`src/ffrd_pkg.sv`:
```
`timescale 1ns / 1ps

package ffrd_pkg;

    localparam int FRAME_LENGTH  = 29;
    localparam int PAYLOAD_FIRST = 2;
    localparam int PAYLOAD_COUNT = 26;
    localparam int NUM_BANKS     = 2;

    localparam int POS_W  = $clog2(FRAME_LENGTH + 1);
    localparam int LANE_W = $clog2(PAYLOAD_COUNT);
    localparam int BANK_W = $clog2(NUM_BANKS);
    localparam int TALLY_W = 16;

    localparam logic [7:0] START_BYTE_RESET = 8'hAF;
    localparam logic [7:0] TYPE_BYTE_RESET  = 8'h01;
    localparam logic [7:0] END_BYTE_RESET   = 8'hFA;

    typedef enum logic [1:0] {
        CMD_BYTE     = 2'd0,
        CMD_LINE_ERR = 2'd1,
        CMD_POLL     = 2'd2
    } cmd_t;

    typedef enum logic [1:0] {
        REG_START = 2'd0,
        REG_TYPE  = 2'd1,
        REG_END   = 2'd2
    } reg_idx_t;

    typedef logic [PAYLOAD_COUNT-1:0][7:0] payload_t;

    typedef struct packed {
        logic              en;
        logic [BANK_W-1:0] bank;
        logic [LANE_W-1:0] lane;
        logic [7:0]        data;
    } mem_wr_t;

    typedef struct packed {
        logic              en;
        logic [BANK_W-1:0] bank;
    } mem_rd_t;

endpackage

```
`src/ffrd_payload_mem.sv`:
```
`timescale 1ns / 1ps

module ffrd_payload_mem (
    input  logic              clk,
    input  ffrd_pkg::mem_wr_t wr,
    input  ffrd_pkg::mem_rd_t rd,
    output ffrd_pkg::payload_t rd_data
);
    import ffrd_pkg::*;

    // one row per bank, byte-lane writes, whole-row registered read
    payload_t mem_array [NUM_BANKS];
    payload_t rd_data_reg;

    always_ff @(posedge clk)
    begin
        if (wr.en)
        begin
            mem_array[wr.bank][wr.lane] <= wr.data;
        end
    end

    always_ff @(posedge clk)
    begin
        if (rd.en)
        begin
            rd_data_reg <= mem_array[rd.bank];
        end
    end

    assign rd_data = rd_data_reg;

endmodule

```
`src/fixed_frame_receiver_decoder_unit.sv`:
```
`timescale 1ns / 1ps

// Fixed-length frame receiver. Takes one input transfer per clock: a received
// byte, a line-error event or a poll. Payload bytes of the frame being built
// go straight into one bank of a two-bank payload memory; an accepted frame
// just swaps the bank pointers, so no copy is needed and the next frame can
// start on the following cycle. A poll reads the latched bank as a whole row
// and its result transfer appears in the next cycle, from the memory's output
// register. Bytes and line errors keep flowing while a result waits; a poll
// waits (stall high) only while the previous result has not been taken. The
// memory needs no clearing pass after reset.
module fixed_frame_receiver_decoder_unit (
    input  logic        clk,
    input  logic        rst_n,
    input  logic        in_valid,
    output logic        in_stall,
    input  logic [1:0]  command,
    input  logic [7:0]  rx_byte,
    input  logic        cfg_we,
    input  logic [1:0]  cfg_index,
    input  logic [7:0]  cfg_data,
    output logic        out_valid,
    input  logic        out_stall,
    output logic        packet_found,
    output logic [31:0] arm_pitch_bits,
    output logic [31:0] arm_roll_bits,
    output logic [31:0] arm_yaw_bits,
    output logic [31:0] elbow_roll_bits,
    output logic [31:0] elbow_yaw_bits,
    output logic [31:0] wrist_roll_bits,
    output logic [15:0] claw_value,
    output logic [15:0] error_total,
    output logic [15:0] overwrite_total
);
    import ffrd_pkg::*;

    localparam logic [POS_W-1:0] POS_FIRST = POS_W'(1);
    localparam logic [POS_W-1:0] POS_LAST  = POS_W'(FRAME_LENGTH - 1);
    localparam logic [POS_W-1:0] POS_LIMIT = POS_W'(FRAME_LENGTH);
    localparam logic [POS_W-1:0] POS_PAY   = POS_W'(PAYLOAD_FIRST);

    logic [7:0] start_reg;
    logic [7:0] type_reg;
    logic [7:0] end_reg;

    logic               in_frame_reg,  in_frame_next;
    logic [POS_W-1:0]   pos_reg,       pos_next;
    logic [7:0]         byte0_reg,     byte0_next;
    logic [7:0]         byte1_reg,     byte1_next;
    logic               pending_reg,   pending_next;
    logic [BANK_W-1:0]  wr_bank_reg,   wr_bank_next;
    logic [BANK_W-1:0]  lat_bank_reg,  lat_bank_next;
    logic [TALLY_W-1:0] err_reg,       err_next;
    logic [TALLY_W-1:0] ovw_reg,       ovw_next;
    logic               out_valid_reg, out_valid_next;
    logic               has_reg,       has_next;
    logic [TALLY_W-1:0] err_out_reg,   err_out_next;
    logic [TALLY_W-1:0] ovw_out_reg,   ovw_out_next;

    cmd_t     cmd;
    logic     in_fire;
    logic     poll_fire;
    mem_wr_t  mem_wr;
    mem_rd_t  mem_rd;
    payload_t row;

    assign cmd       = cmd_t'(command);
    assign in_stall  = out_valid_reg && out_stall && (cmd == CMD_POLL);
    assign in_fire   = in_valid && !in_stall;
    assign poll_fire = in_fire && (cmd == CMD_POLL);

    // configuration
    always_ff @(posedge clk or negedge rst_n)
    begin
        if (!rst_n)
        begin
            start_reg <= START_BYTE_RESET;
            type_reg  <= TYPE_BYTE_RESET;
            end_reg   <= END_BYTE_RESET;
        end
        else if (cfg_we)
        begin
            case (reg_idx_t'(cfg_index))
                REG_START: start_reg <= cfg_data;
                REG_TYPE:  type_reg  <= cfg_data;
                REG_END:   end_reg   <= cfg_data;
                default:   ;
            endcase
        end
    end

    always_comb
    begin
        in_frame_next  = in_frame_reg;
        pos_next       = pos_reg;
        byte0_next     = byte0_reg;
        byte1_next     = byte1_reg;
        pending_next   = pending_reg;
        wr_bank_next   = wr_bank_reg;
        lat_bank_next  = lat_bank_reg;
        err_next       = err_reg;
        ovw_next       = ovw_reg;
        has_next       = has_reg;
        err_out_next   = err_out_reg;
        ovw_out_next   = ovw_out_reg;
        out_valid_next = out_valid_reg && out_stall;
        mem_wr.en      = 1'b0;
        mem_wr.bank    = wr_bank_reg;
        mem_wr.lane    = LANE_W'(pos_reg - POS_PAY);
        mem_wr.data    = rx_byte;
        mem_rd.en      = 1'b0;
        mem_rd.bank    = lat_bank_reg;

        if (in_fire)
        begin
            unique case (cmd)
                CMD_BYTE:
                begin
                    if (!in_frame_reg)
                    begin
                        if (rx_byte == start_reg)
                        begin
                            byte0_next    = rx_byte;
                            pos_next      = POS_FIRST;
                            in_frame_next = 1'b1;
                        end
                    end
                    else if (pos_reg >= POS_LIMIT)
                    begin
                        err_next      = (err_reg == '1) ? err_reg : err_reg + 1'b1;
                        in_frame_next = 1'b0;
                        pos_next      = '0;
                    end
                    else if (pos_reg == POS_FIRST)
                    begin
                        byte1_next = rx_byte;
                        if (rx_byte != type_reg)
                        begin
                            err_next      = (err_reg == '1) ? err_reg : err_reg + 1'b1;
                            in_frame_next = 1'b0;
                            pos_next      = '0;
                        end
                        else
                        begin
                            pos_next = pos_reg + 1'b1;
                        end
                    end
                    else if (pos_reg == POS_LAST)
                    begin
                        if (byte0_reg == start_reg && byte1_reg == type_reg &&
                            rx_byte == end_reg)
                        begin
                            if (pending_reg)
                            begin
                                ovw_next = (ovw_reg == '1) ? ovw_reg : ovw_reg + 1'b1;
                            end
                            pending_next  = 1'b1;
                            lat_bank_next = wr_bank_reg;
                            wr_bank_next  = wr_bank_reg + 1'b1;
                        end
                        else
                        begin
                            err_next = (err_reg == '1) ? err_reg : err_reg + 1'b1;
                        end
                        in_frame_next = 1'b0;
                        pos_next      = '0;
                    end
                    else
                    begin
                        mem_wr.en = 1'b1;
                        pos_next  = pos_reg + 1'b1;
                    end
                end
                CMD_LINE_ERR:
                begin
                    err_next      = (err_reg == '1) ? err_reg : err_reg + 1'b1;
                    in_frame_next = 1'b0;
                    pos_next      = '0;
                end
                CMD_POLL:
                begin
                    mem_rd.en      = 1'b1;
                    has_next       = pending_reg;
                    err_out_next   = err_reg;
                    ovw_out_next   = ovw_reg;
                    out_valid_next = 1'b1;
                    pending_next   = 1'b0;
                    err_next       = '0;
                    ovw_next       = '0;
                end
                default: ;
            endcase
        end
    end

    always_ff @(posedge clk or negedge rst_n)
    begin
        if (!rst_n)
        begin
            in_frame_reg  <= 1'b0;
            pos_reg       <= '0;
            pending_reg   <= 1'b0;
            wr_bank_reg   <= '0;
            lat_bank_reg  <= '0;
            err_reg       <= '0;
            ovw_reg       <= '0;
            out_valid_reg <= 1'b0;
        end
        else
        begin
            in_frame_reg  <= in_frame_next;
            pos_reg       <= pos_next;
            pending_reg   <= pending_next;
            wr_bank_reg   <= wr_bank_next;
            lat_bank_reg  <= lat_bank_next;
            err_reg       <= err_next;
            ovw_reg       <= ovw_next;
            out_valid_reg <= out_valid_next;
        end
    end

    always_ff @(posedge clk)
    begin
        byte0_reg   <= byte0_next;
        byte1_reg   <= byte1_next;
        has_reg     <= has_next;
        err_out_reg <= err_out_next;
        ovw_out_reg <= ovw_out_next;
    end

    ffrd_payload_mem u_mem (
        .clk     (clk),
        .wr      (mem_wr),
        .rd      (mem_rd),
        .rd_data (row)
    );

    // big-endian: lane 0 is frame byte 2
    assign out_valid       = out_valid_reg;
    assign packet_found    = has_reg;
    assign arm_pitch_bits  = has_reg ? {row[0],  row[1],  row[2],  row[3]}  : '0;
    assign arm_roll_bits   = has_reg ? {row[4],  row[5],  row[6],  row[7]}  : '0;
    assign arm_yaw_bits    = has_reg ? {row[8],  row[9],  row[10], row[11]} : '0;
    assign elbow_roll_bits = has_reg ? {row[12], row[13], row[14], row[15]} : '0;
    assign elbow_yaw_bits  = has_reg ? {row[16], row[17], row[18], row[19]} : '0;
    assign wrist_roll_bits = has_reg ? {row[20], row[21], row[22], row[23]} : '0;
    assign claw_value      = has_reg ? {row[24], row[25]} : '0;
    assign error_total     = err_out_reg;
    assign overwrite_total = ovw_out_reg;

    a_pos_in_frame: assert property (@(posedge clk) disable iff (!rst_n)
        in_frame_reg |-> (pos_reg >= POS_FIRST && pos_reg <= POS_LAST))
        else $error("byte position out of range inside a frame");

    a_pos_idle: assert property (@(posedge clk) disable iff (!rst_n)
        !in_frame_reg |-> (pos_reg == '0))
        else $error("byte position not cleared outside a frame");

    a_poll_result: assert property (@(posedge clk) disable iff (!rst_n)
        poll_fire |=> (out_valid && !pending_reg && err_reg == '0 && ovw_reg == '0))
        else $error("poll did not produce a result and clear state");

    a_bank_split: assert property (@(posedge clk) disable iff (!rst_n)
        (pending_reg && mem_wr.en) |-> (mem_wr.bank != lat_bank_reg))
        else $error("frame write hit the latched bank");

endmodule

```
`config.mk`:
```
export PLATFORM = sky130hd
export DESIGN_NAME = fixed_frame_receiver_decoder_unit
export DESIGN_NICKNAME = d
export VERILOG_FILES = /design/src/ffrd_pkg.sv /design/src/ffrd_payload_mem.sv /design/src/fixed_frame_receiver_decoder_unit.sv
export SDC_FILE = /design/constraint.sdc
export NUM_CORES = 1
export LEC_CHECK = 0
export BUFFER_PORTS_ARGS = -buffer_cell sky130_fd_sc_hd__buf_4
export CORE_ASPECT_RATIO = 0.8
export CORE_UTILIZATION = 50
export CTS_CLUSTER_SIZE = 24
export DETAILED_ROUTE_END_ITERATION = 10
export MAX_ROUTING_LAYER = met4
export PLACE_DENSITY_LB_ADDON = 0.2
export SLEW_MARGIN = 20
export SYNTH_ARGS = -nofsm -noshare
export SYNTH_HDL_FRONTEND = slang
export SYNTH_SLANG_ARGS = --single-unit
```
`constraint.sdc`:
```
create_clock -name clk -period 5.4 [get_ports clk]
set_input_delay 0.27 -clock clk [delete_from_list [all_inputs] [get_ports clk]]
set_output_delay 0.27 -clock clk [all_outputs]
set_load 0.02 [all_outputs]
```
==> flow_summary_export.csv <==
group,metric,value,unit
run_status,run_status,"finished, final reports clean",
power_and_ir_drop,worst_ir_drop_vdd,218.0,µV
synthesis,synth_largest_area_cell,"edfxtp_1",
sta,worst_slew_pin_slew,1.017,ns
synthesis,synth-async-reset-ratio,8.931,%
synthesis,synth-seq-area-share,77.21,%
sta,slew-limit-headroom,32.18,%
critical_path,arrival,3.81,ns
routing,dr.first_iter.drc_count,1138,
clock_network,clock-sinks,739,
synthesis,ys.flop_type,"edfxtp_1",
routing,drt-total-wl,60460,µm
power_and_ir_drop,leakage,11.59,nW
clock_network,cts_setup_buffers,0,
cells_and_area,layout-area-overhead-vs-synth,18.63,%
synthesis,synth_enable_flop_cells,673,
synthesis,yosys.cell_types.count,66,
worst_hold_path,holdCritPathClass,"primary input to register",
critical_path,cp-end-kind,"register",
run,maxCapViolCount,0,
cells_and_area,number_of_nets_in_the_final_layout,1940,
place,worst_slack_at_placement,1.905,ns
clock_network,ctsHoldBuffers,13,
critical_path,timing.setup.critical_path_class,"register to register",
die,io_pins,268,
place,finalWeightedCongestion,0.8393,
critical_path,critPathMaxFanout,8,
clock_network,cts-buffers-inserted,71,
sta,setup_repair_after_global_routing_missed_its_margin,"no",
sta,setup-violations-final,0,
cells_and_area,largest_reg_flops,416,
sta,fin_tns_setup,0,ns
clock_network,clk_transition_reported_paths,0.07,ns
critical_path,critPathMaxStageDelay,0.73,ns
place,numPortBuffers,267,
global_route,grt_start_max_net_pins,179,
critical_path,critical_path.slowest_cell,"nor2_1",
clock_network,htreeDepth,3,
critical_path,critPathMostFrequentCell,"a21oi_1",
place,placed_cells,2570,
synthesis,synth_top_cells_by_area,"edfxtp_1 (71%), mux2_2 (9.3%), dfrtp_1 (4.7%)",
global_route,globalRouteTotalUtil,21.86,%
die,rows,77,
die,fp.coreArea,0.05559,mm²
sta,report.final.slew_viol_count,0,
clock_network,post_cts_resize_count,0,
synthesis,netlist_area,0.02833,mm²
synthesis,ys_seq_elements,739,
die,dieArea,0.05763,mm²
synthesis,yosys_warnings,0,
sta,timing.clock.skew,0.02302,ns
cells_and_area,layout_commonest_cell,"edfxtp_1",
cells_and_area,finalCoreUtilization,60.46,%
routing,vias,14560,
synthesis,post_synthesis_average_cell_area,17.68,µm²
routing,drtAntennaViolNets,0,
routing,route.detailed.vias_per_inst,5.362,
die,die_x,268.1,µm
die,die_h,214.9,µm
synthesis,synth_fp_nets,1637,
routing,drt-wirelength-per-cell,22.27,µm
sta,fmax,0.2795,GHz
routing,drt_drc_violations_left,0,
place,hpwlAfterDp,36260,µm
sta,post-route-period-util,66.25,%
critical_path,crit_path_start_kind,"register",
global_route,global_route_wire_length_before_repair,90110,µm
clock_network,clk-insertion-delay-late,0.61,ns
power_and_ir_drop,power_density,353.2,mW/mm²
cells_and_area,layoutNonFillerInstCount,2715,
cells_and_area,drive_gt1_share,33.45,%
clock_network,ctsLongestPathBuffers,3,
synthesis,synthCells,1603,
cells_and_area,layout.cells.most_common_list,"edfxtp_1 (673), buf_4 (275), mux2_2 (234)",
sta,least_setup_slack_across_all_paths_after_layout,1.822,ns
critical_path,worst-endpoint-required,5.63,ns
die,floorplan.initialDensity,50.97,%
clock_network,clock_tree.root_cell,"clkbuf_16",
global_route,grt_pass1_vias,14580,
routing,drt_first_pass_iters,7,
global_route,total_global_routing_overflow,0,
global_route,antenna_violations_before_repair,0,
sta,timing_hold_violations_final,0,
synthesis,synth_top_area_share,71.33,%
critical_path,worstPathCellList,"inv_1 > ha_1 > a21oi_1 > a21oi_1 > nor4b_1 > nand2_1 > nor2_1",
sta,finalCriticalPeriod,3.578,ns
clock_network,cts_tree,"done",
power_and_ir_drop,finalPower,11.87,mW
## critical path: cells and delay by family, from the launching register on
family / cells / cell delay, ns
simple gates: 3 / 2.01
flops: 1 / 0.44
compound gates: 2 / 0.41
fa+ha+maj: 1 / 0.22
buf+inv: 1 / 0.13
## final cells by class
class	instances	area [µm²]
Fill cell	4083	21980
Sequential cell	739	21880
Multi-Input combinational cell	790	6155
Timing Repair Buffer	292	2266
Clock buffer	88	1936
Tap cell	750	938.4
Clock inverter	43	384.1
Inverter	12	48.80
Antenna cell	1	2.502
## synthesized netlist by cell type (7+ instances only)
cell / number
dfrtp_1: 53
xnor2_1: 36
nand3_1: 24
and3_1: 8
nand4_1: 14
clkbuf_1: 52
nor2_1: 72
and2_1: 210
ha_1: 9
nor3_1: 15
dfstp_2: 13
nor3b_1: 7
a221o_1: 9
o21ai_0: 15
mux2_2: 234
inv_1: 12
nand2_1: 41
o22a_1: 10
xor2_1: 12
edfxtp_1: 673
## metrics by stage
| step | hold slack [ns] | area (µm²) |
|---|---|---|
| after floorplan | -0.02559 | 28340 |
| after global placement | 0.4300 | 31150 |
| after detailed placement | 0.4303 | 31150 |
| after CTS | 0.1534 | 33600 |
| after global routing | 0.1579 | 33610 |
| final | 0.1677 | 33610 |
## where the power goes
part | leakage [nW] | switching [mW] | internal (mW) | total [mW]
clock | 1.12 | 2.08 | 2.85 | 4.93
combinational | 3.54 | 0.298 | 0.200 | 0.498
sequential | 6.92 | 0.0903 | 6.35 | 6.44
## layer usage
metal | routed length (µm) | part of all wire [%] | track usage [%]
met5 | 0 | 0 | -
met1 | 27680 | 46 | 30.95
met4 | 1351 | 2.2 | 5.962
met2 | 28210 | 47 | 32.60
met3 | 3218 | 5.3 | 4.056
## kinds of logic (layout without fill, tap and decap cells)
logic type / Yosys count / count (layout) / share of synthesized area (%)
flip-flops: 739 / 739 / 77.21
buffers and inverters: 74 / 435 / 1.064
AND/OR/NAND/NOR: 424 / 424 / 8.470
multiplexers: 234 / 234 / 9.300
adder cells (fa/ha/maj): 9 / 9 / 0.3974
AO/OA/AOI/OAI: 75 / 75 / 2.071
other: 0 / 1 / 0
XOR/XNOR: 48 / 48 / 1.484
## path summary, 6_finish.rpt
kind                             startpoint                      end  slack [ns]  cells past startpoint
worst max register to register   pos_reg[1]  u_mem.mem_array[1][146]        1.82                      7
max in group asynchronous             rst_n             lat_bank_reg        4.40                      2
worst min register to register  pending_reg             packet_found        0.46                      0
min in group asynchronous             rst_n               err_reg[2]        0.34                      2
worst max-delay path             pos_reg[1]  u_mem.mem_array[1][146]        1.82                      7
worst min-delay path             rx_byte[4]  u_mem.mem_array[0][132]        0.17                      1
(Power assumes the default switching activity.)
